**src/rtl/core/kest_pkg.sv**
```systemverilog
`timescale 1ns / 1ps
`default_nettype none
// ----------------------------------------------------------------------------
// kest_pkg: key edge state table shared definitions
// Field widths, operation and key state codes, controller states and the
// command/status bundles between the controller and the datapath.
// ----------------------------------------------------------------------------
package kest_pkg;

   localparam int OP_W           = 3;
   localparam int KEY_W          = 25;
   localparam int STATE_W        = 2;
   localparam int LIST_DEPTH_DEF = 16;

   typedef enum logic [OP_W-1:0] {
      OP_PRESS   = 3'd0,
      OP_RELEASE = 3'd1,
      OP_TICK    = 3'd2,
      OP_QUERY   = 3'd3,
      OP_CLEAR   = 3'd4
   } op_type;

   typedef enum logic [STATE_W-1:0] {
      KS_INVALID = 2'd0,
      KS_TRIG    = 2'd1,
      KS_PRESS   = 2'd2,
      KS_REL     = 2'd3
   } key_state_type;

   typedef enum logic [2:0] {
      ST_IDLE,
      ST_DECODE,
      ST_SCAN_RD,
      ST_SCAN_CHK,
      ST_TICK_RD,
      ST_TICK_CHK,
      ST_RESP
   } ctrl_state_type;

   typedef struct packed {
      logic [KEY_W-1:0]   key;
      logic [STATE_W-1:0] state;
   } entry_type;

   // Controller to datapath
   typedef struct packed {
      logic req_take;     // latch the request payload
      logic do_press;     // append an entry or flag the drop
      logic do_clear;     // empty the list
      logic ptr_clear;    // restart read and write pointers
      logic ptr_read;     // read the entry at the read pointer
      logic scan_check;   // act on a search hit or advance
      logic tick_check;   // keep or drop the entry just read
      logic tick_finish;  // commit the compacted count
      logic rsp_load;     // load the response register
   } cmd_type;

   // Datapath to controller
   typedef struct packed {
      logic [OP_W-1:0] op;
      logic            at_end;
      logic            key_match;
      logic            rsp_free;
   } status_type;

endpackage : kest_pkg
`default_nettype wire

```
**src/rtl/core/kest_req_if.sv**
```systemverilog
`timescale 1ns / 1ps
`default_nettype none
// ----------------------------------------------------------------------------
// kest_req_if: key event request channel
// Valid/ready channel carrying one key event.
// ----------------------------------------------------------------------------
interface kest_req_if import kest_pkg::*; ();

   logic             valid;
   logic             ready;
   logic [OP_W-1:0]  operation;
   logic [KEY_W-1:0] key_code;

   modport source (output valid, output operation, output key_code, input ready);
   modport sink   (input valid, input operation, input key_code, output ready);

endinterface : kest_req_if
`default_nettype wire

```
**src/rtl/core/kest_rsp_if.sv**
```systemverilog
`timescale 1ns / 1ps
`default_nettype none
// ----------------------------------------------------------------------------
// kest_rsp_if: key event response channel
// Valid/ready channel carrying the answer to one key event.
// ----------------------------------------------------------------------------
interface kest_rsp_if import kest_pkg::*; ();

   logic               valid;
   logic               ready;
   logic [STATE_W-1:0] key_state;
   logic               dropped;

   modport source (output valid, output key_state, output dropped, input ready);
   modport sink   (input valid, input key_state, input dropped, output ready);

endinterface : kest_rsp_if
`default_nettype wire

```
**src/rtl/core/kest_ctrl.sv**
```systemverilog
`timescale 1ns / 1ps
`default_nettype none
// ----------------------------------------------------------------------------
// kest_ctrl: key edge state table controller
// Sequences press, clear, search, compaction and response steps of one request.
// ----------------------------------------------------------------------------
module kest_ctrl import kest_pkg::*; (
   input  wire logic       clock,
   input  wire logic       reset,
   input  wire logic       req_valid,
   output logic            req_ready,
   input  wire status_type status,
   output cmd_type         cmd
);

   ctrl_state_type state_ff;
   ctrl_state_type state_in;

   always_ff @(posedge clock) begin
      if (reset) begin
         state_ff <= ST_IDLE;
      end else begin
         state_ff <= state_in;
      end
   end

   // Next state
   always_comb begin
      state_in = state_ff;
      unique case (state_ff)
         ST_IDLE: begin
            if (req_valid) begin
               state_in = ST_DECODE;
            end
         end
         ST_DECODE: begin
            unique case (status.op) inside
               OP_RELEASE, OP_QUERY: state_in = ST_SCAN_RD;
               OP_TICK:              state_in = ST_TICK_RD;
               default:              state_in = ST_RESP;
            endcase
         end
         ST_SCAN_RD: begin
            state_in = status.at_end ? ST_RESP : ST_SCAN_CHK;
         end
         ST_SCAN_CHK: begin
            state_in = status.key_match ? ST_RESP : ST_SCAN_RD;
         end
         ST_TICK_RD: begin
            state_in = status.at_end ? ST_RESP : ST_TICK_CHK;
         end
         ST_TICK_CHK: begin
            state_in = ST_TICK_RD;
         end
         ST_RESP: begin
            if (status.rsp_free) begin
               state_in = ST_IDLE;
            end
         end
         default: state_in = ST_IDLE;
      endcase
   end

   // Outputs
   always_comb begin
      cmd       = '0;
      req_ready = 1'b0;
      unique case (state_ff)
         ST_IDLE: begin
            req_ready    = 1'b1;
            cmd.req_take = req_valid;
         end
         ST_DECODE: begin
            unique case (status.op) inside
               OP_PRESS:                      cmd.do_press  = 1'b1;
               OP_CLEAR:                      cmd.do_clear  = 1'b1;
               OP_RELEASE, OP_QUERY, OP_TICK: cmd.ptr_clear = 1'b1;
               default:                       cmd = '0;
            endcase
         end
         ST_SCAN_RD: begin
            cmd.ptr_read = !status.at_end;
         end
         ST_SCAN_CHK: begin
            cmd.scan_check = 1'b1;
         end
         ST_TICK_RD: begin
            cmd.ptr_read    = !status.at_end;
            cmd.tick_finish = status.at_end;
         end
         ST_TICK_CHK: begin
            cmd.tick_check = 1'b1;
         end
         ST_RESP: begin
            cmd.rsp_load = status.rsp_free;
         end
         default: cmd = '0;
      endcase
   end

`ifndef SYNTHESIS
   a_rsp_slot_free: assert property (@(posedge clock) disable iff (reset)
      cmd.rsp_load |-> status.rsp_free)
      else $error("response loaded over an unconsumed response");

   a_take_to_decode: assert property (@(posedge clock) disable iff (reset)
      cmd.req_take |=> state_ff == ST_DECODE)
      else $error("accepted request not decoded");
`endif

endmodule : kest_ctrl
`default_nettype wire

```
**src/rtl/core/kest_dp.sv**
```systemverilog
`timescale 1ns / 1ps
`default_nettype none
// ----------------------------------------------------------------------------
// kest_dp: key edge state table datapath
// Entry memory, fill count, scan pointers, result and response registers.
// ----------------------------------------------------------------------------
module kest_dp import kest_pkg::*; #(
   parameter int LIST_DEPTH = LIST_DEPTH_DEF
) (
   input  wire logic               clock,
   input  wire logic               reset,
   input  wire cmd_type            cmd,
   input  wire logic [OP_W-1:0]    req_operation,
   input  wire logic [KEY_W-1:0]   req_key_code,
   input  wire logic               rsp_ready,
   output logic                    rsp_valid,
   output logic [STATE_W-1:0]      rsp_key_state,
   output logic                    rsp_dropped,
   output status_type              status
);

   localparam int ADDR_W = (LIST_DEPTH > 1) ? $clog2(LIST_DEPTH) : 1;
   localparam int CNT_W  = $clog2(LIST_DEPTH + 1);
   localparam logic [CNT_W-1:0] FULL = CNT_W'(LIST_DEPTH);

   entry_type mem [LIST_DEPTH];
   entry_type rd_data_ff;

   logic [OP_W-1:0]    op_ff;
   logic [KEY_W-1:0]   key_ff;
   logic [CNT_W-1:0]   count_ff, count_in;
   logic [CNT_W-1:0]   ptr_ff, ptr_in;
   logic [CNT_W-1:0]   wr_ff, wr_in;
   logic [STATE_W-1:0] ans_ff, ans_in;
   logic               drop_ff, drop_in;
   logic               rsp_valid_ff, rsp_valid_in;
   logic [STATE_W-1:0] rsp_state_ff;
   logic               rsp_drop_ff;

   logic              mem_we;
   logic [ADDR_W-1:0] mem_waddr;
   entry_type         mem_wdata;
   logic              key_match;
   logic              rd_released;

   assign key_match   = (rd_data_ff.key == key_ff);
   assign rd_released = (rd_data_ff.state == KS_REL);

   // Memory write port and next values
   always_comb begin
      mem_we    = 1'b0;
      mem_waddr = count_ff[ADDR_W-1:0];
      mem_wdata = '{key: key_ff, state: KS_TRIG};
      count_in  = count_ff;
      ptr_in    = ptr_ff;
      wr_in     = wr_ff;
      ans_in    = ans_ff;
      drop_in   = drop_ff;

      if (cmd.req_take) begin
         ans_in  = KS_INVALID;
         drop_in = 1'b0;
      end
      if (cmd.do_press) begin
         if (count_ff == FULL) begin
            drop_in = 1'b1;
         end else begin
            mem_we   = 1'b1;
            count_in = count_ff + 1'b1;
         end
      end
      if (cmd.do_clear) begin
         count_in = '0;
      end
      if (cmd.ptr_clear) begin
         ptr_in = '0;
         wr_in  = '0;
      end
      if (cmd.scan_check) begin
         if (key_match) begin
            if (op_ff == OP_RELEASE) begin
               mem_we    = 1'b1;
               mem_waddr = ptr_ff[ADDR_W-1:0];
               mem_wdata = '{key: rd_data_ff.key, state: KS_REL};
            end else begin
               ans_in = rd_data_ff.state;
            end
         end else begin
            ptr_in = ptr_ff + 1'b1;
         end
      end
      if (cmd.tick_check) begin
         ptr_in = ptr_ff + 1'b1;
         if (!rd_released) begin
            mem_we          = 1'b1;
            mem_waddr       = wr_ff[ADDR_W-1:0];
            mem_wdata.key   = rd_data_ff.key;
            mem_wdata.state = (rd_data_ff.state == KS_TRIG) ? KS_PRESS : rd_data_ff.state;
            wr_in           = wr_ff + 1'b1;
         end
      end
      if (cmd.tick_finish) begin
         count_in = wr_ff;
      end
   end

   always_comb begin
      rsp_valid_in = rsp_valid_ff;
      if (cmd.rsp_load) begin
         rsp_valid_in = 1'b1;
      end else if (rsp_ready) begin
         rsp_valid_in = 1'b0;
      end
   end

   always_ff @(posedge clock) begin
      if (mem_we) begin
         mem[mem_waddr] <= mem_wdata;
      end
      if (cmd.ptr_read) begin
         rd_data_ff <= mem[ptr_ff[ADDR_W-1:0]];
      end
   end

   always_ff @(posedge clock) begin
      if (reset) begin
         count_ff     <= '0;
         rsp_valid_ff <= 1'b0;
      end else begin
         count_ff     <= count_in;
         rsp_valid_ff <= rsp_valid_in;
      end
   end

   always_ff @(posedge clock) begin
      if (cmd.req_take) begin
         op_ff  <= req_operation;
         key_ff <= req_key_code;
      end
      if (cmd.rsp_load) begin
         rsp_state_ff <= ans_ff;
         rsp_drop_ff  <= drop_ff;
      end
      ptr_ff  <= ptr_in;
      wr_ff   <= wr_in;
      ans_ff  <= ans_in;
      drop_ff <= drop_in;
   end

   assign rsp_valid     = rsp_valid_ff;
   assign rsp_key_state = rsp_state_ff;
   assign rsp_dropped   = rsp_drop_ff;

   assign status.op        = op_ff;
   assign status.at_end    = (ptr_ff == count_ff);
   assign status.key_match = key_match;
   assign status.rsp_free  = !rsp_valid_ff || rsp_ready;

`ifndef SYNTHESIS
   a_count_bound: assert property (@(posedge clock) disable iff (reset)
      count_ff <= FULL)
      else $error("entry count beyond list depth");

   a_full_press_drops: assert property (@(posedge clock) disable iff (reset)
      cmd.do_press && count_ff == FULL |=> drop_ff && $stable(count_ff))
      else $error("press on a full list not dropped");
`endif

endmodule : kest_dp
`default_nettype wire

```
**src/rtl/core/key_edge_state_table.sv**
```systemverilog
`timescale 1ns / 1ps
`default_nettype none
// ----------------------------------------------------------------------------
// key_edge_state_table: ordered table of held keys with edge states
// Tracks pressed keys as triggered, pressed or released entries, compacts
// released entries on a frame tick and answers state queries.
// ----------------------------------------------------------------------------
//
//   channel  | direction | handshake     | payload
//   ---------+-----------+---------------+------------------------------
//   req_if   | in        | valid / ready | operation[2:0], key_code[24:0]
//   rsp_if   | out       | valid / ready | key_state[1:0], dropped
//
// Sequence: one request at a time. Press, clear and unused codes pass
//   through accept, decode and response. Release and query read and check
//   one entry after another from the oldest until the first hit or the end
//   of the list. A frame tick reads and checks every entry in order. The
//   entry memory has a registered read, so each entry is read, then checked.
// Reset: synchronous; empties the list and drops any pending response.
// Stalls: the response waits in an output register; the next request is
//   taken while it waits, and a second response holds until rsp_if.ready.
// ----------------------------------------------------------------------------
module key_edge_state_table import kest_pkg::*; #(
   parameter int LIST_DEPTH = LIST_DEPTH_DEF
) (
   input wire logic  clock,
   input wire logic  reset,
   kest_req_if.sink   req_if,
   kest_rsp_if.source rsp_if
);

   cmd_type    cmd;
   status_type status;

   // Controller: walks each request through decode, scan and response
   kest_ctrl u_ctrl (
      .clock     (clock),
      .reset     (reset),
      .req_valid (req_if.valid),
      .req_ready (req_if.ready),
      .status    (status),
      .cmd       (cmd)
   );

   // Datapath: entry memory, count, pointers and response register
   kest_dp #(
      .LIST_DEPTH (LIST_DEPTH)
   ) u_dp (
      .clock         (clock),
      .reset         (reset),
      .cmd           (cmd),
      .req_operation (req_if.operation),
      .req_key_code  (req_if.key_code),
      .rsp_ready     (rsp_if.ready),
      .rsp_valid     (rsp_if.valid),
      .rsp_key_state (rsp_if.key_state),
      .rsp_dropped   (rsp_if.dropped),
      .status        (status)
   );

endmodule : key_edge_state_table
`default_nettype wire

```
**src/flat_wrapper.sv**
```systemverilog
// flat-port wrapper written by rule: the top's interface ports become plain ports
module key_edge_state_table_flat import kest_pkg::*;
#(
   parameter int LIST_DEPTH = LIST_DEPTH_DEF
)
  (clock, reset, req_if_valid, req_if_operation, req_if_key_code, req_if_ready, rsp_if_valid, rsp_if_key_state, rsp_if_dropped, rsp_if_ready);
  kest_req_if req_if_i ();
  kest_rsp_if rsp_if_i ();
  input wire logic clock;
  input wire logic reset;
  input wire logic [$bits(req_if_i.valid)-1:0] req_if_valid;
  input wire logic [$bits(req_if_i.operation)-1:0] req_if_operation;
  input wire logic [$bits(req_if_i.key_code)-1:0] req_if_key_code;
  output wire logic [$bits(req_if_i.ready)-1:0] req_if_ready;
  output wire logic [$bits(rsp_if_i.valid)-1:0] rsp_if_valid;
  output wire logic [$bits(rsp_if_i.key_state)-1:0] rsp_if_key_state;
  output wire logic [$bits(rsp_if_i.dropped)-1:0] rsp_if_dropped;
  input wire logic [$bits(rsp_if_i.ready)-1:0] rsp_if_ready;
  assign req_if_i.valid = req_if_valid;
  assign req_if_i.operation = req_if_operation;
  assign req_if_i.key_code = req_if_key_code;
  assign req_if_ready = req_if_i.ready;
  assign rsp_if_valid = rsp_if_i.valid;
  assign rsp_if_key_state = rsp_if_i.key_state;
  assign rsp_if_dropped = rsp_if_i.dropped;
  assign rsp_if_i.ready = rsp_if_ready;
  key_edge_state_table #(.LIST_DEPTH(LIST_DEPTH)) u_core (.clock(clock), .reset(reset), .req_if(req_if_i), .rsp_if(rsp_if_i));
endmodule
```
**config.mk**
```make
export PLATFORM = sky130hd
export DESIGN_NAME = key_edge_state_table_flat
export DESIGN_NICKNAME = d
export VERILOG_FILES = /design/src/rtl/core/kest_pkg.sv /design/src/rtl/core/kest_req_if.sv /design/src/rtl/core/kest_rsp_if.sv /design/src/rtl/core/kest_ctrl.sv /design/src/rtl/core/kest_dp.sv /design/src/rtl/core/key_edge_state_table.sv /design/src/flat_wrapper.sv
export SDC_FILE = /design/constraint.sdc
export NUM_CORES = 1
export LEC_CHECK = 0
export BUFFER_PORTS_ARGS = -buffer_cell sky130_fd_sc_hd__clkbuf_2
export CAP_MARGIN = 20
export CORE_UTILIZATION = 57
export CTS_BUF_LIST = sky130_fd_sc_hd__clkbuf_2 sky130_fd_sc_hd__clkbuf_4 sky130_fd_sc_hd__clkbuf_8
export CTS_CLUSTER_DIAMETER = 50
export DETAILED_ROUTE_END_ITERATION = 8
export GPL_TIMING_DRIVEN = 1
export PLACE_DENSITY = 0.73
export SKIP_CTS_REPAIR_TIMING = 1
export SLEW_MARGIN = 5
export SYNTH_ARGS = -nofsm -noshare
export SYNTH_HDL_FRONTEND = slang
export SYNTH_SLANG_ARGS = --single-unit
```
**constraint.sdc**
```tcl
create_clock -name clock -period 7.12 [get_ports clock]
set_input_delay 1.424 -clock clock [delete_from_list [all_inputs] [get_ports clock]]
set_output_delay 1.424 -clock clock [all_outputs]
set_load 0.1 [all_outputs]
```
==> flow_summary.html, run 1 <==
<table>
<tr><th>Metric</th><th>Value</th></tr>
<tr><th colspan="2">GRT</th></tr>
<tr><td>Pin count of the biggest net entering global routing</td><td>74</td></tr>
<tr><td>Vias in the first global route</td><td>between 9,000 and 10,000</td></tr>
<tr><td>Overflow left after global routing</td><td>0</td></tr>
<tr><td>First-pass GRT wire length</td><td>62.9 mm</td></tr>
<tr><td>GRT Total Usage</td><td>24.8%</td></tr>
<tr><td>Initial antenna violation count</td><td>0</td></tr>
<tr><th colspan="2">Floorplan</th></tr>
<tr><td>DIE WIDTH</td><td>around 190 um</td></tr>
<tr><td>Starting Density</td><td>between 50% and 60%</td></tr>
<tr><td>Floorplan Core Area</td><td>~35,000 um2</td></tr>
<tr><td>Area enclosed by the die boundary</td><td>between 30,000 and 40,000 um2</td></tr>
<tr><td>Ports</td><td>37</td></tr>
<tr><td>Die height</td><td>190 um</td></tr>
<tr><td>Site Rows</td><td>slightly below 70</td></tr>
<tr><th colspan="2">Run status</th></tr>
<tr><td>Outcome</td><td>finished, final reports clean</td></tr>
<tr><th colspan="2">STA</th></tr>
<tr><td>Final Hold Violating Endpoints</td><td>0</td></tr>
<tr><td>Rel. slew slack</td><td>about a quarter</td></tr>
<tr><td>Final worst slack</td><td>2620 ps</td></tr>
<tr><td>Post-route clock skew</td><td>between 15 and 20 ps</td></tr>
<tr><td>Max Slew Vio Count</td><td>0</td></tr>
<tr><td>Fin Setup TNS</td><td>0 ps</td></tr>
<tr><td>Least-Margin Pin Slew</td><td>between 1000 and 1500 ps</td></tr>
<tr><td>RSZ-0062 raised after global routing</td><td>false</td></tr>
<tr><td>Endpoints failing setup</td><td>0</td></tr>
<tr><td>Final clock period utilization by the worst path</td><td>roughly 63%</td></tr>
<tr><td>Crit path time final</td><td>between 4000 and 5000 ps</td></tr>
<tr><td>Maximum clock rate</td><td>roughly 220 MHz</td></tr>
<tr><th colspan="2">Worst hold path</th></tr>
<tr><td>Beginning of the worst hold path</td><td>u_core.u_dp.ans_ff[1]</td></tr>
<tr><td>Hold Path Class</td><td>register to register</td></tr>
<tr><td>Hold path endpoint</td><td>u_core.u_dp.rsp_key_state[1]</td></tr>
<tr><td>Instance count along the most critical hold path</td><td>0</td></tr>
<tr><th colspan="2">Clock tree</th></tr>
<tr><td>CTS Root Cell</td><td>clkbuf_8</td></tr>
<tr><td>Max H-tree Level</td><td>3</td></tr>
<tr><td>TritonCTS clock tree</td><td>done</td></tr>
<tr><td>Number of sinks handled by clock tree synthesis</td><td>around 510</td></tr>
<tr><td>Maximum buffer depth of the clock tree</td><td>3</td></tr>
<tr><td>Total CTS buffers</td><td>roughly 80</td></tr>
<tr><td>Worst-skew pair later-pin latency</td><td>approximately 630 ps</td></tr>
<tr><td>Clock-pin slew on the worst setup and hold paths</td><td>60 ps</td></tr>
<tr><th colspan="2">Job</th></tr>
<tr><td>Max Cap Viol</td><td>0</td></tr>
<tr><th colspan="2">Setup path</th></tr>
<tr><td>Critical Path Start Type</td><td>register</td></tr>
<tr><td>Worst-path cell with the longest stage delay</td><td>nor4_2</td></tr>
<tr><td>Capture point of the worst reg-to-reg path</td><td>u_core.u_dp.mem[8][13]</td></tr>
<tr><td>Critical path required time</td><td>approximately 7400 ps</td></tr>
<tr><td>Crit path largest cell delay</td><td>between 800 and 900 ps</td></tr>
<tr><td>Critical Path Sink Type</td><td>register</td></tr>
<tr><td>CP Data Arrival Time</td><td>about 4800 ps</td></tr>
<tr><td>Ordered cell list for the critical path</td><td>nor2b_1 &gt; nand2_1 &gt; a21oi_2 &gt; clkinv_1 &gt; nor2_1 &gt; a31oi_1 &gt; buf_4 &gt; nor4_2 &gt; buf_4</td></tr>
<tr><td>Maximum fanout along the worst path</td><td>24</td></tr>
<tr><td>Worst setup path class</td><td>register to register</td></tr>
<tr><td>Launch instance of the worst register-to-register path</td><td>u_core.u_ctrl.state_ff[2]</td></tr>
<tr><td>Setup slack of the worst register-to-register path</td><td>2620 ps</td></tr>
<tr><td>Cell depth of the worst flop-to-flop path</td><td>9</td></tr>
<tr><td>Most repeated library cell on the critical path</td><td>buf_4</td></tr>
<tr><th colspan="2">Pwr</th></tr>
<tr><td>Combinational group share of total power</td><td>20.9%</td></tr>
<tr><td>Internal power of the cells</td><td>about 5700 uW</td></tr>
<tr><td>Leakage dissipation</td><td>between 0.007 and 0.008 uW</td></tr>
<tr><td>Peak ir drop on the vdd network</td><td>about 0.25 mV</td></tr>
<tr><td>P_sw</td><td>between 2000 and 2500 uW</td></tr>
<tr><td>Flop pwr share</td><td>between 40% and 50%</td></tr>
<tr><td>Share of total power in the clock network</td><td>30.3%</td></tr>
<tr><td>Final total power</td><td>roughly 7900 uW</td></tr>
<tr><td>Switching part of the total</td><td>roughly 28%</td></tr>
<tr><td>Power per standard cell area</td><td>around 350 nW/um2</td></tr>
<tr><th colspan="2">Placement</th></tr>
<tr><td>IO buf count</td><td>36</td></tr>
<tr><td>HPWL after detailed placement</td><td>24.5 mm</td></tr>
<tr><td>Placed Instances</td><td>1,400</td></tr>
<tr><td>GP Congestion</td><td>0.873</td></tr>
<tr><td>Post-placement worst setup slack</td><td>2710 ps</td></tr>
<tr><th colspan="2">Synth</th></tr>
<tr><td>Number of register bits inferred by synthesis</td><td>between 500 and 600</td></tr>
<tr><td>Post-Syn Nets</td><td>~960</td></tr>
<tr><td>Syn. warnings</td><td>0</td></tr>
<tr><td>Count of flip-flops with a built-in enable after synthesis</td><td>490</td></tr>
<tr><td>Primary FF master, synth</td><td>edfxtp_1</td></tr>
<tr><td>Post-synthesis sequential area ratio</td><td>between 70 and 80%</td></tr>
<tr><td>Library cells used by synthesis</td><td>60</td></tr>
<tr><td>Avg Inst Size Synth</td><td>21.8 um2</td></tr>
<tr><td>Cell Area, Synth</td><td>about 20,000 um2</td></tr>
<tr><td>Async SR Flop Fraction</td><td>0%</td></tr>
<tr><td>Post-Synthesis Cells</td><td>around 900</td></tr>
<tr><th colspan="2">Route</th></tr>
<tr><td>Average wire per cell in the routed design</td><td>27.5 um</td></tr>
<tr><td>Detailed-route wire length</td><td>approximately 43 mm</td></tr>
<tr><td>Post-route DRC violation count</td><td>0</td></tr>
<tr><td>Via count of the routed design</td><td>between 9,000 and 10,000</td></tr>
<tr><td>Starting DRT DRC Count</td><td>roughly 1,100</td></tr>
<tr><td>Number of optimization iterations in the first detailed-route pass</td><td>7</td></tr>
<tr><td>Number of routed nets with antenna violations</td><td>0</td></tr>
<tr><td>Drt via density</td><td>6.25</td></tr>
<tr><th colspan="2">Layout</th></tr>
<tr><td>Most frequent cells in the layout</td><td>edfxtp_1, mux4_2, clkbuf_8</td></tr>
<tr><td>Final-stage net count</td><td>roughly 1,100</td></tr>
<tr><td># diodes</td><td>0</td></tr>
<tr><td>Filler-free cell count of the finished design</td><td>about 1,500</td></tr>
<tr><td>Most common library cell in the layout ignoring fill and taps</td><td>edfxtp_1</td></tr>
<tr><td>Share of layout cells above drive strength 1</td><td>around 36%</td></tr>
<tr><td>Area Overhead vs Synth</td><td>12.3%</td></tr>
</table>
worst max-delay path by stage:
stage / from / to / cells past startpoint
2_1_floorplan: u_core.u_ctrl.state_ff[2] / u_core.u_dp.mem[0][0] / 8
3_3_place_gp: u_core.u_ctrl.state_ff[2] / u_core.u_dp.mem[4][11] / 9
3_5_place_dp: u_core.u_ctrl.state_ff[2] / u_core.u_dp.mem[4][13] / 9
4_1_cts: u_core.u_ctrl.state_ff[2] / u_core.u_dp.mem[4][6] / 9
5_1_grt: u_core.u_ctrl.state_ff[2] / u_core.u_dp.mem[10][19] / 9
6_report: u_core.u_ctrl.state_ff[2] / u_core.u_dp.mem[8][13] / 9
cell type report:
| cell class | instances | area (um2) |
|---|---|---|
| well taps | 455 | 569 |
| inverters | 11 | 41.3 |
| multi-input cells | 356 | 4780 |
| flip-flops and latches | 512 | 15200 |
| repair buffers | 66 | 405 |
| fillers | 2249 | 12100 |
| clock inverters | 31 | 180 |
| clock buffers | 115 | 1390 |
critical path: cells and delay by family, from the launching register on:
family	cells	cell delay, ps
simple gates	4	1580
flops	1	520
compound gates	2	600
buf+inv	3	1440
flip-flops by register name, summed over array words and instances (netlist names):
signal	flops
u_core.u_dp.ptr_ff	5
u_core.u_dp.op_ff	3
u_core.u_dp.rsp_key_state	2
u_core.u_dp.count_ff	5
u_core.u_ctrl.state_ff	3
u_core.u_dp.rsp_dropped	1
u_core.u_dp.rsp_valid	1
u_core.u_dp.wr_ff	5
u_core.u_dp.mem	432
u_core.u_dp.drop_ff	1
u_core.u_dp.ans_ff	2
u_core.u_dp.rd_data_ff	27
u_core.u_dp.key_ff	25
routing by layer:
| metal | GRT usage (%) | wire, um | part of all wire, % |
|---|---|---|---|
| met1 | 35.2 | 17600 | 41 |
| met2 | 37.9 | 20400 | 48 |
| met3 | 6.38 | 3560 | 8.4 |
| met4 | 8.50 | 1060 | 2.5 |
| met5 | 0 | 0 | 0 |
synthesized netlist by cell type (3+ instances only):
| cell | count | area share, % |
|---|---|---|
| dfxtp_1 | 22 | 2.2 |
| a211oi_1 | 5 | 0.19 |
| ha_1 | 4 | 0.25 |
| a21oi_1 | 8 | 0.20 |
| nand2_1 | 19 | 0.36 |
| mux2_2 | 25 | 1.4 |
| a31o_2 | 3 | 0.13 |
| xor2_1 | 20 | 0.87 |
| nor2_1 | 14 | 0.26 |
| nand3_1 | 7 | 0.17 |
| mux4_2 | 135 | 15 |
| mux2i_1 | 5 | 0.25 |
| clkbuf_1 | 24 | 0.45 |
| xnor2_1 | 13 | 0.57 |
| o21ai_0 | 4 | 0.10 |
| nand2b_1 | 4 | 0.12 |
| edfxtp_1 | 490 | 73 |
| a31oi_1 | 4 | 0.12 |
| nor3_1 | 11 | 0.27 |
| nor2b_1 | 6 | 0.19 |
| nor4_1 | 20 | 0.62 |
| buf_1 | 3 | 0.056 |
| inv_1 | 9 | 0.17 |
| nand4_1 | 11 | 0.34 |
| o31a_1 | 3 | 0.13 |
| buf_2 | 12 | 0.30 |
power by group through the flow:
stage | clock [uW] | combinational (uW) | sequential [uW]
6_report | 2400 | 1660 | 3850
3_5_place_dp | 0 | 1670 | 3910
2_1_floorplan | 0 | 1220 | 3840
4_1_cts | 2450 | 1680 | 3850
5_1_grt | 2570 | 1770 | 3870
3_3_place_gp | 0 | 1650 | 3900
metrics by stage:
step                      hold slack (ps)  utilization [%]  cell area [um2]
after global placement                413             60.5            21000
after global routing                  447             65.1            22500
after floorplan                       408                -            20100
final                                 447             65.1            22500
after detailed placement              427             60.5            21000
after CTS                             440             65.1            22500
logic make-up (layout without fill, tap and decap cells):
| group | count (synthesis) | count (layout) | share of synthesized area, % |
|---|---|---|---|
| DFF | 512 | 512 | 75.5 |
| muxes | 165 | 165 | 16.8 |
| and+or+nand+nor | 109 | 109 | 3.09 |
| buffers and inverters | 53 | 223 | 1.16 |
| AOI/OAI and AO/OA | 45 | 45 | 1.74 |
| xor gates and xnor gates | 33 | 33 | 1.44 |
| adders and majority gates | 4 | 4 | 0.249 |
Note: power is estimated with default switching activity, not from simulation.
==> run 2: changes to the inputs <==
==> constraint.sdc (replaced) <==
create_clock -name clock -period 4.3 [get_ports clock]
set_input_delay 0.86 -clock clock [delete_from_list [all_inputs] [get_ports clock]]
set_output_delay 0.86 -clock clock [all_outputs]
set_load 0.1 [all_outputs]
==> flow_summary.html, run 2 (synthesis gave the netlist of run 1 again) <==
<table>
<tr><th>Metric</th><th>Value</th></tr>
<tr><th colspan="2">Placement</th></tr>
<tr><td>GP Congestion</td><td>0.873</td></tr>
<tr><td>Placed Instance Area</td><td>about 21,000 um2</td></tr>
<tr><td>HPWL after detailed placement</td><td>roughly 24 mm</td></tr>
<tr><td>IO buf count</td><td>36</td></tr>
<tr><th colspan="2">Pwr</th></tr>
<tr><td>P_sw</td><td>3640 uW</td></tr>
<tr><td>Peak ir drop on the vdd network</td><td>0.502 mV</td></tr>
<tr><td>Flop pwr share</td><td>49.2%</td></tr>
<tr><td>Leakage dissipation</td><td>~0.0072 uW</td></tr>
<tr><td>Combinational group share of total power</td><td>20.3%</td></tr>
<tr><td>Power per standard cell area</td><td>577 nW/um2</td></tr>
<tr><td>Switching part of the total</td><td>roughly 28%</td></tr>
<tr><td>Internal power of the cells</td><td>between 9000 and 10,000 uW</td></tr>
<tr><td>Share of total power in the clock network</td><td>a little over 30%</td></tr>
<tr><th colspan="2">Clock tree</th></tr>
<tr><td>Total CTS buffers</td><td>~80</td></tr>
<tr><td>Max H-tree Level</td><td>3</td></tr>
<tr><td>Number of sinks handled by clock tree synthesis</td><td>approximately 510</td></tr>
<tr><td>Worst-skew pair later-pin latency</td><td>between 600 and 700 ps</td></tr>
<tr><td>CTS Root Cell</td><td>clkbuf_8</td></tr>
<tr><td>TritonCTS clock tree</td><td>done</td></tr>
<tr><td>Clock-pin slew on the worst setup and hold paths</td><td>approximately 60 ps</td></tr>
<tr><td>Maximum buffer depth of the clock tree</td><td>3</td></tr>
<tr><th colspan="2">STA</th></tr>
<tr><td>Rel. slew slack</td><td>30.6%</td></tr>
<tr><td>Fin Setup TNS</td><td>0 ps</td></tr>
<tr><td>Maximum clock rate</td><td>277 MHz</td></tr>
<tr><td>Post-route clock skew</td><td>between 30 and 40 ps</td></tr>
<tr><td>Worst slack on hold paths</td><td>around 400 ps</td></tr>
<tr><td>Final clock period utilization by the worst path</td><td>84.0%</td></tr>
<tr><td>Max Slew Vio Count</td><td>0</td></tr>
<tr><td>RSZ-0062 raised after global routing</td><td>false</td></tr>
<tr><td>Crit path time final</td><td>roughly 3600 ps</td></tr>
<tr><td>Endpoints failing setup</td><td>0</td></tr>
<tr><td>Least-Margin Pin Slew</td><td>between 1000 and 1500 ps</td></tr>
<tr><td>Final Hold Violating Endpoints</td><td>0</td></tr>
<tr><th colspan="2">Layout</th></tr>
<tr><td>Multi-input gate area in the final layout</td><td>~4800 um2</td></tr>
<tr><td>Registers with the most flip-flops</td><td>u_core.u_dp.mem (432), u_core.u_dp.rd_data_ff (27), u_core.u_dp.key_ff (25)</td></tr>
<tr><td>Register Area</td><td>between 15,000 and 20,000 um2</td></tr>
<tr><td>Area Overhead vs Synth</td><td>13.0%</td></tr>
<tr><td>Share of layout cells above drive strength 1</td><td>around 37%</td></tr>
<tr><td>Most frequent cells in the layout</td><td>edfxtp_1, mux4_2, clkbuf_8</td></tr>
<tr><td>Most common library cell in the layout ignoring fill and taps</td><td>edfxtp_1</td></tr>
<tr><td>Core Util, Final</td><td>about two thirds</td></tr>
<tr><td># diodes</td><td>0</td></tr>
<tr><td>Final-stage net count</td><td>1,079</td></tr>
<tr><td>Layout Cell Area excl Fill</td><td>between 20,000 and 25,000 um2</td></tr>
<tr><td>Reg with most FFs</td><td>u_core.u_dp.mem</td></tr>
<tr><td>Flip-flop count of the largest register after layout</td><td>between 400 and 500</td></tr>
<tr><td>Fill count</td><td>2,210</td></tr>
<tr><th colspan="2">Route</th></tr>
<tr><td>Met2 wire length</td><td>21.3 mm</td></tr>
<tr><td>Starting DRT DRC Count</td><td>between 900 and 1,000</td></tr>
<tr><td>Number of optimization iterations in the first detailed-route pass</td><td>6</td></tr>
<tr><td>Detailed-route wire length</td><td>43.0 mm</td></tr>
<tr><td>Drt via density</td><td>between 6 and 7</td></tr>
<tr><td>Top layer reached by signal wires</td><td>met4</td></tr>
<tr><td>Average wire per cell in the routed design</td><td>~28 um</td></tr>
<tr><td>Number of routed nets with antenna violations</td><td>0</td></tr>
<tr><td>Post-route DRC violation count</td><td>0</td></tr>
<tr><td>Via count of the routed design</td><td>just under 10,000</td></tr>
<tr><td>Routed length on met3</td><td>between 2 and 3 mm</td></tr>
<tr><td>WL met1</td><td>~18 mm</td></tr>
<tr><th colspan="2">Job</th></tr>
<tr><td>Max Cap Viol</td><td>0</td></tr>
<tr><th colspan="2">Floorplan</th></tr>
<tr><td>DIE WIDTH</td><td>190 um</td></tr>
<tr><td>Die height</td><td>~190 um</td></tr>
<tr><td>Area enclosed by the die boundary</td><td>roughly 36,000 um2</td></tr>
<tr><td>Ports</td><td>37</td></tr>
<tr><td>Starting Density</td><td>between 50 and 60%</td></tr>
<tr><td>Site Rows</td><td>68</td></tr>
<tr><td>Floorplan Core Area</td><td>around 35,000 um2</td></tr>
<tr><th colspan="2">Setup path</th></tr>
<tr><td>Critical Path Sink Type</td><td>register</td></tr>
<tr><td>Capture point of the worst reg-to-reg path</td><td>u_core.u_dp.mem[13][13]</td></tr>
<tr><td>Setup slack of the worst register-to-register path</td><td>between 600 and 700 ps</td></tr>
<tr><td>CP Data Arrival Time</td><td>around 3900 ps</td></tr>
<tr><td>Critical path required time</td><td>roughly 4600 ps</td></tr>
<tr><td>Maximum fanout along the worst path</td><td>24</td></tr>
<tr><td>Critical Path Start Type</td><td>register</td></tr>
<tr><td>Launch instance of the worst register-to-register path</td><td>u_core.u_dp.key_ff[7]</td></tr>
<tr><td>Worst setup path class</td><td>register to register</td></tr>
<tr><td>Cell depth of the worst flop-to-flop path</td><td>7</td></tr>
<tr><th colspan="2">GRT</th></tr>
<tr><td>Overflow left after global routing</td><td>0</td></tr>
<tr><td>Vias in the first global route</td><td>around 9,900</td></tr>
<tr><td>First-pass GRT wire length</td><td>63.8 mm</td></tr>
<tr><td>Pin count of the biggest net entering global routing</td><td>between 80 and 90</td></tr>
<tr><td>GRT Total Usage</td><td>25.1%</td></tr>
<tr><td>Initial antenna violation count</td><td>0</td></tr>
<tr><th colspan="2">Worst hold path</th></tr>
<tr><td>Hold path endpoint</td><td>u_core.u_dp.key_ff[20]</td></tr>
<tr><td>Instance count along the most critical hold path</td><td>1</td></tr>
<tr><td>Beginning of the worst hold path</td><td>req_if_key_code[20]</td></tr>
<tr><td>Hold Path Class</td><td>input port to register</td></tr>
<tr><th colspan="2">Run status</th></tr>
<tr><td>Outcome</td><td>finished, final reports clean</td></tr>
</table>
==> run 2: power groups by stage <==
stage	Sequential, uW	Clock, uW	Combinational (uW)
after floorplan	6360	0	2010
after global placement	6530	0	2640
after detailed placement	6540	0	2690
after CTS	6440	4050	2690
after global routing	6480	4240	2840
final	6440	3980	2660
==> run 2: worst max path at each step <==
stage                              startpoint                 endpoint  slack [ps]  cells past startpoint
finish                  u_core.u_dp.key_ff[7]  u_core.u_dp.mem[13][13]         690                      7
floorplan           u_core.u_ctrl.state_ff[2]    u_core.u_dp.mem[0][0]        -620                      8
global route           u_core.u_dp.key_ff[15]  u_core.u_dp.mem[13][11]         590                      7
detailed placement      u_core.u_dp.key_ff[7]  u_core.u_dp.mem[13][11]         790                      7
CTS                     u_core.u_dp.key_ff[7]  u_core.u_dp.mem[13][13]         770                      7
global placement        u_core.u_dp.key_ff[7]  u_core.u_dp.mem[13][10]         820                      7
==> run 2: cell type report <==
type / instances / share of cell area (%)
Sequential cell: 512 / 66.9
Tap cell: 455 / 2.51
Clock buffer: 106 / 5.83
Timing Repair Buffer: 81 / 2.50
Multi-Input combinational cell: 356 / 21.1
Inverter: 11 / 0.182
Clock inverter: 34 / 1.03
==> run 2: per-layer routing <==
layer,vias up,track usage [%]
met4,0,8.06
met1,5179,35.7
met2,413,39.9
met3,92,4.76
met5,-,0
li1,4137,-
==> run 2: worst max-delay path, cell delays in order, from the launching register on <==
cell      delay [ps]
edfxtp_1         410
xor2_1           200
nor4_1           630
and4_1           470
a31oi_1          170
o31a_1           480
nor4_2           340
buf_4            530
==> run 2: metrics by stage <==
stage                     setup WS, ps  power [uW]  instances
after floorplan                   -620        8370        921
after global placement             822        9170       1415
after detailed placement           789        9230       1415
after CTS                          773       13200       1555
after global routing               588       13600       1555
final                              687       13100       1555
==> run 3: changes to the inputs <==
--- a/config.mk
+++ b/config.mk
@@ -5,6 +5,7 @@
 export SDC_FILE = /design/constraint.sdc
 export NUM_CORES = 1
 export LEC_CHECK = 0
+export ABC_AREA = 1
 export BUFFER_PORTS_ARGS = -buffer_cell sky130_fd_sc_hd__clkbuf_2
 export CAP_MARGIN = 20
 export CORE_UTILIZATION = 57
==> constraint.sdc (replaced) <==
create_clock -name clock -period 3.65 [get_ports clock]
set_input_delay 0.73 -clock clock [delete_from_list [all_inputs] [get_ports clock]]
set_output_delay 0.73 -clock clock [all_outputs]
set_load 0.1 [all_outputs]
==> flow_summary.html, run 3 <==
<table>
<tr><th>Metric</th><th>Value</th></tr>
<tr><th colspan="2">Worst hold path</th></tr>
<tr><td>Beginning of the worst hold path</td><td>req_if_key_code[20]</td></tr>
<tr><td>Hold path endpoint</td><td>u_core.u_dp.key_ff[20]</td></tr>
<tr><td>Instance count along the most critical hold path</td><td>1</td></tr>
<tr><td>Hold Path Class</td><td>input port to register</td></tr>
<tr><th colspan="2">Job</th></tr>
<tr><td>Max Cap Viol</td><td>0</td></tr>
<tr><th colspan="2">Setup path</th></tr>
<tr><td>Maximum fanout along the worst path</td><td>18</td></tr>
<tr><td>Critical Path Sink Type</td><td>register</td></tr>
<tr><td>Setup slack of the worst register-to-register path</td><td>~430 ps</td></tr>
<tr><td>Critical Path Start Type</td><td>register</td></tr>
<tr><td>Ordered cell list for the critical path</td><td>inv_1 &gt; nand2_1 &gt; nand2_1 &gt; nand2_1 &gt; nor2_1 &gt; nand2_1 &gt; nor2_4 &gt; nand3_4 &gt; nand2_4 &gt; inv_4 &gt; nand2_4 &gt; nand3_2 &gt; nor2_4 &gt; buf_12</td></tr>
<tr><td>Capture point of the worst reg-to-reg path</td><td>u_core.u_dp.mem[6][10]</td></tr>
<tr><td>Worst-path cell with the longest stage delay</td><td>nor2_4</td></tr>
<tr><td>Critical path required time</td><td>a little under 4000 ps</td></tr>
<tr><td>Worst setup path class</td><td>register to register</td></tr>
<tr><td>Cell depth of the worst flop-to-flop path</td><td>14</td></tr>
<tr><td>Kind of cell with the highest combined delay on the critical path</td><td>simple AND/OR/NAND/NOR gates</td></tr>
<tr><td>Launch instance of the worst register-to-register path</td><td>u_core.u_dp.rd_data_ff[20]</td></tr>
<tr><td>Crit path largest cell delay</td><td>around 540 ps</td></tr>
<tr><td>Buffers &amp; Inverters on Critical Path</td><td>3</td></tr>
<tr><td>Most repeated library cell on the critical path</td><td>nand2_1</td></tr>
<tr><td>CP Data Arrival Time</td><td>3520 ps</td></tr>
<tr><th colspan="2">Layout</th></tr>
<tr><td>Share of layout cells above drive strength 1</td><td>14.5%</td></tr>
<tr><td>Area Overhead vs Synth</td><td>12.1%</td></tr>
<tr><td>Final-stage net count</td><td>approximately 1,800</td></tr>
<tr><td>Reg with most FFs</td><td>u_core.u_dp.mem</td></tr>
<tr><td>Most frequent cells in the layout</td><td>edfxtp_1, nor2_1, o21ai_0</td></tr>
<tr><td>Flip-flop count of the largest register after layout</td><td>between 400 and 500</td></tr>
<tr><td>Layout Cell Area excl Fill</td><td>roughly 23,000 um2</td></tr>
<tr><td>Registers with the most flip-flops</td><td>u_core.u_dp.mem (432), u_core.u_dp.rd_data_ff (27), u_core.u_dp.key_ff (25)</td></tr>
<tr><td>Core Util, Final</td><td>64.8%</td></tr>
<tr><td>Most common library cell in the layout ignoring fill and taps</td><td>edfxtp_1</td></tr>
<tr><th colspan="2">Synth</th></tr>
<tr><td>Largest cells by area after synthesis</td><td>edfxtp_1, o21ai_0, nor2_1</td></tr>
<tr><td>Synth area leader</td><td>edfxtp_1</td></tr>
<tr><td>Primary FF master, synth</td><td>edfxtp_1</td></tr>
<tr><td>Cell Area, Synth</td><td>about 21,000 um2</td></tr>
<tr><td>Portion of synthesized cell area occupied by the leading cell type</td><td>just over 70%</td></tr>
<tr><td>Syn. warnings</td><td>0</td></tr>
<tr><td>Count of flip-flops with a built-in enable after synthesis</td><td>490</td></tr>
<tr><td>Dominant cell by count in the synthesized netlist</td><td>edfxtp_1</td></tr>
<tr><td>Library cells used by synthesis</td><td>between 40 and 50</td></tr>
<tr><td>Post-Synthesis Cells</td><td>about 1,600</td></tr>
<tr><td>Number of register bits inferred by synthesis</td><td>approximately 510</td></tr>
<tr><td>Avg Inst Size Synth</td><td>12.5 um2</td></tr>
<tr><td>Post-synthesis sequential area ratio</td><td>73.7%</td></tr>
<tr><td>Async SR Flop Fraction</td><td>0%</td></tr>
<tr><td>Post-Syn Nets</td><td>roughly 1,700</td></tr>
<tr><td>Commonest cells in the synthesized netlist</td><td>edfxtp_1, nor2_1, o21ai_0, nand2_1, clkbuf_1</td></tr>
<tr><th colspan="2">Floorplan</th></tr>
<tr><td>Starting Density</td><td>a little under 60%</td></tr>
<tr><td>Area enclosed by the die boundary</td><td>roughly 37,000 um2</td></tr>
<tr><td>DIE WIDTH</td><td>about 190 um</td></tr>
<tr><td>Ports</td><td>37</td></tr>
<tr><td>Floorplan Core Area</td><td>~36,000 um2</td></tr>
<tr><td>Site Rows</td><td>~70</td></tr>
<tr><td>Die height</td><td>192 um</td></tr>
<tr><th colspan="2">Placement</th></tr>
<tr><td>HPWL after detailed placement</td><td>approximately 29 mm</td></tr>
<tr><td>GP Congestion</td><td>roughly 0.9</td></tr>
<tr><td>Placed Instance Area</td><td>21,500 um2</td></tr>
<tr><td>IO buf count</td><td>36</td></tr>
<tr><th colspan="2">Route</th></tr>
<tr><td>Post-route DRC violation count</td><td>0</td></tr>
<tr><td>Number of routed nets with antenna violations</td><td>0</td></tr>
<tr><td>Drt via density</td><td>a little over 6</td></tr>
<tr><td>Average wire per cell in the routed design</td><td>22.1 um</td></tr>
<tr><td>Number of optimization iterations in the first detailed-route pass</td><td>6</td></tr>
<tr><td>Via count of the routed design</td><td>between 10,000 and 15,000</td></tr>
<tr><td>Detailed-route wire length</td><td>about 49 mm</td></tr>
<tr><td>Starting DRT DRC Count</td><td>around 1,400</td></tr>
<tr><th colspan="2">Pwr</th></tr>
<tr><td>Power per standard cell area</td><td>~770 nW/um2</td></tr>
<tr><td>Leakage dissipation</td><td>between 0.007 and 0.008 uW</td></tr>
<tr><td>Peak ir drop on the vdd network</td><td>0.679 mV</td></tr>
<tr><th colspan="2">Clock tree</th></tr>
<tr><td>Max H-tree Level</td><td>3</td></tr>
<tr><td>Total CTS buffers</td><td>78</td></tr>
<tr><td>CTS Root Cell</td><td>clkbuf_8</td></tr>
<tr><td>Worst-skew pair later-pin latency</td><td>620 ps</td></tr>
<tr><td>Clock-pin slew on the worst setup and hold paths</td><td>60 ps</td></tr>
<tr><td>Number of sinks handled by clock tree synthesis</td><td>around 510</td></tr>
<tr><td>TritonCTS clock tree</td><td>done</td></tr>
<tr><td>Maximum buffer depth of the clock tree</td><td>3</td></tr>
<tr><th colspan="2">STA</th></tr>
<tr><td>Maximum clock rate</td><td>between 300 and 400 MHz</td></tr>
<tr><td>Crit path time final</td><td>between 3000 and 4000 ps</td></tr>
<tr><td>RSZ-0062 raised after global routing</td><td>false</td></tr>
<tr><td>Final clock period utilization by the worst path</td><td>between 80% and 90%</td></tr>
<tr><td>Fin Setup TNS</td><td>0 ps</td></tr>
<tr><td>Max Slew Vio Count</td><td>0</td></tr>
<tr><td>Rel. slew slack</td><td>between 20% and 30%</td></tr>
<tr><td>Endpoints failing setup</td><td>0</td></tr>
<tr><td>Final Hold Violating Endpoints</td><td>0</td></tr>
<tr><td>Least-Margin Pin Slew</td><td>1060 ps</td></tr>
<tr><td>Post-route clock skew</td><td>39.6 ps</td></tr>
<tr><th colspan="2">GRT</th></tr>
<tr><td>GRT Total Usage</td><td>between 20 and 30%</td></tr>
<tr><td>Pin count of the biggest net entering global routing</td><td>roughly 130</td></tr>
<tr><td>Overflow left after global routing</td><td>0</td></tr>
<tr><td>Initial antenna violation count</td><td>1</td></tr>
<tr><td>First-pass GRT wire length</td><td>between 70 and 80 mm</td></tr>
<tr><td>Vias in the first global route</td><td>~14,000</td></tr>
<tr><th colspan="2">Run status</th></tr>
<tr><td>Outcome</td><td>finished, final reports clean</td></tr>
</table>
[run 3: changes by cell type in the layout (fill, tap and decap cells not counted), moves of 23 or more]
cell / before / now
nand3_1: 7 / 60
mux4_2: 135 / 0
o221ai_1: 0 / 41
nor2_1: 14 / 253
inv_1: 9 / 51
o21ai_0: 4 / 237
mux2_2: 25 / 0
o22ai_1: 1 / 67
nand2_1: 19 / 208
nor2_4: 0 / 23
[run 3: worst max-delay path by stage]
stage	from	endpoint	slack (ps)	depth (start not counted)
6_report	u_core.u_dp.rd_data_ff[20]	u_core.u_dp.mem[6][10]	430	14
5_1_grt	u_core.u_dp.key_ff[18]	u_core.u_dp.mem[1][26]	310	14
4_1_cts	u_core.u_dp.key_ff[18]	u_core.u_dp.mem[6][26]	470	14
3_5_place_dp	u_core.u_dp.rd_data_ff[21]	u_core.u_dp.mem[6][10]	520	14
3_3_place_gp	u_core.u_dp.key_ff[11]	u_core.u_dp.mem[6][25]	640	12
2_1_floorplan	u_core.u_dp.op_ff[2]	u_core.u_dp.mem[12][0]	600	10
[run 3: per-layer routing]
metal / wire (um) / track usage (%) / part of all wire, %
met1: 20400 / 38.0 / 41
met2: 23100 / 43.0 / 47
met3: 3880 / 4.33 / 7.9
met4: 1950 / 13.2 / 4.0
met5: 0 / 0 / 0
[run 3: worst register-to-register path: stages, from the launching register on]
cell	delay, ps
edfxtp_1	410
inv_1	90
nand2_1	70
nand2_1	60
nand2_1	50
nor2_1	250
nand2_1	190
nor2_4	240
nand3_4	150
nand2_4	110
inv_4	150
nand2_4	130
nand3_2	230
nor2_4	540
buf_12	240
[run 3: cell families after synthesis]
group	synth area share, %
buffers and inverters	2.91
and+or+nand+nor	11.4
DFF	73.7
xor gates and xnor gates	0.852
adders and majority gates	0.243
AOI/OAI and AO/OA	10.8
[run 3: report_power, final]
group	total [uW]	switching (uW)	internal, uW	leakage, uW
Clock	4640	2130	2510	0.000784
Combinational	5260	3820	1440	0.00241
Sequential	7850	406	7440	0.00461
Total	17700	6360	11400	0.00781
[run 3: metrics by stage]
step / worst slack [ps] / hold WS (ps) / power (uW) / std cells
2_1_floorplan: 599 / 409 / 11300 / 1643
3_3_place_gp: 643 / 418 / 13000 / 2098
3_5_place_dp: 518 / 418 / 13200 / 2098
4_1_cts: 472 / 266 / 17800 / 2229
5_1_grt: 313 / 269 / 18600 / 2231
6_report: 430 / 294 / 17700 / 2231
[run 3: layout make-up]
type	instances	area, um2
inverters	62	240
clock buffers	104	1290
diodes	1	2.50
repair buffers	86	628
well taps	461	577
flip-flops and latches	512	15200
clock inverters	27	208
multi-input cells	978	4940
fillers	2577	12500
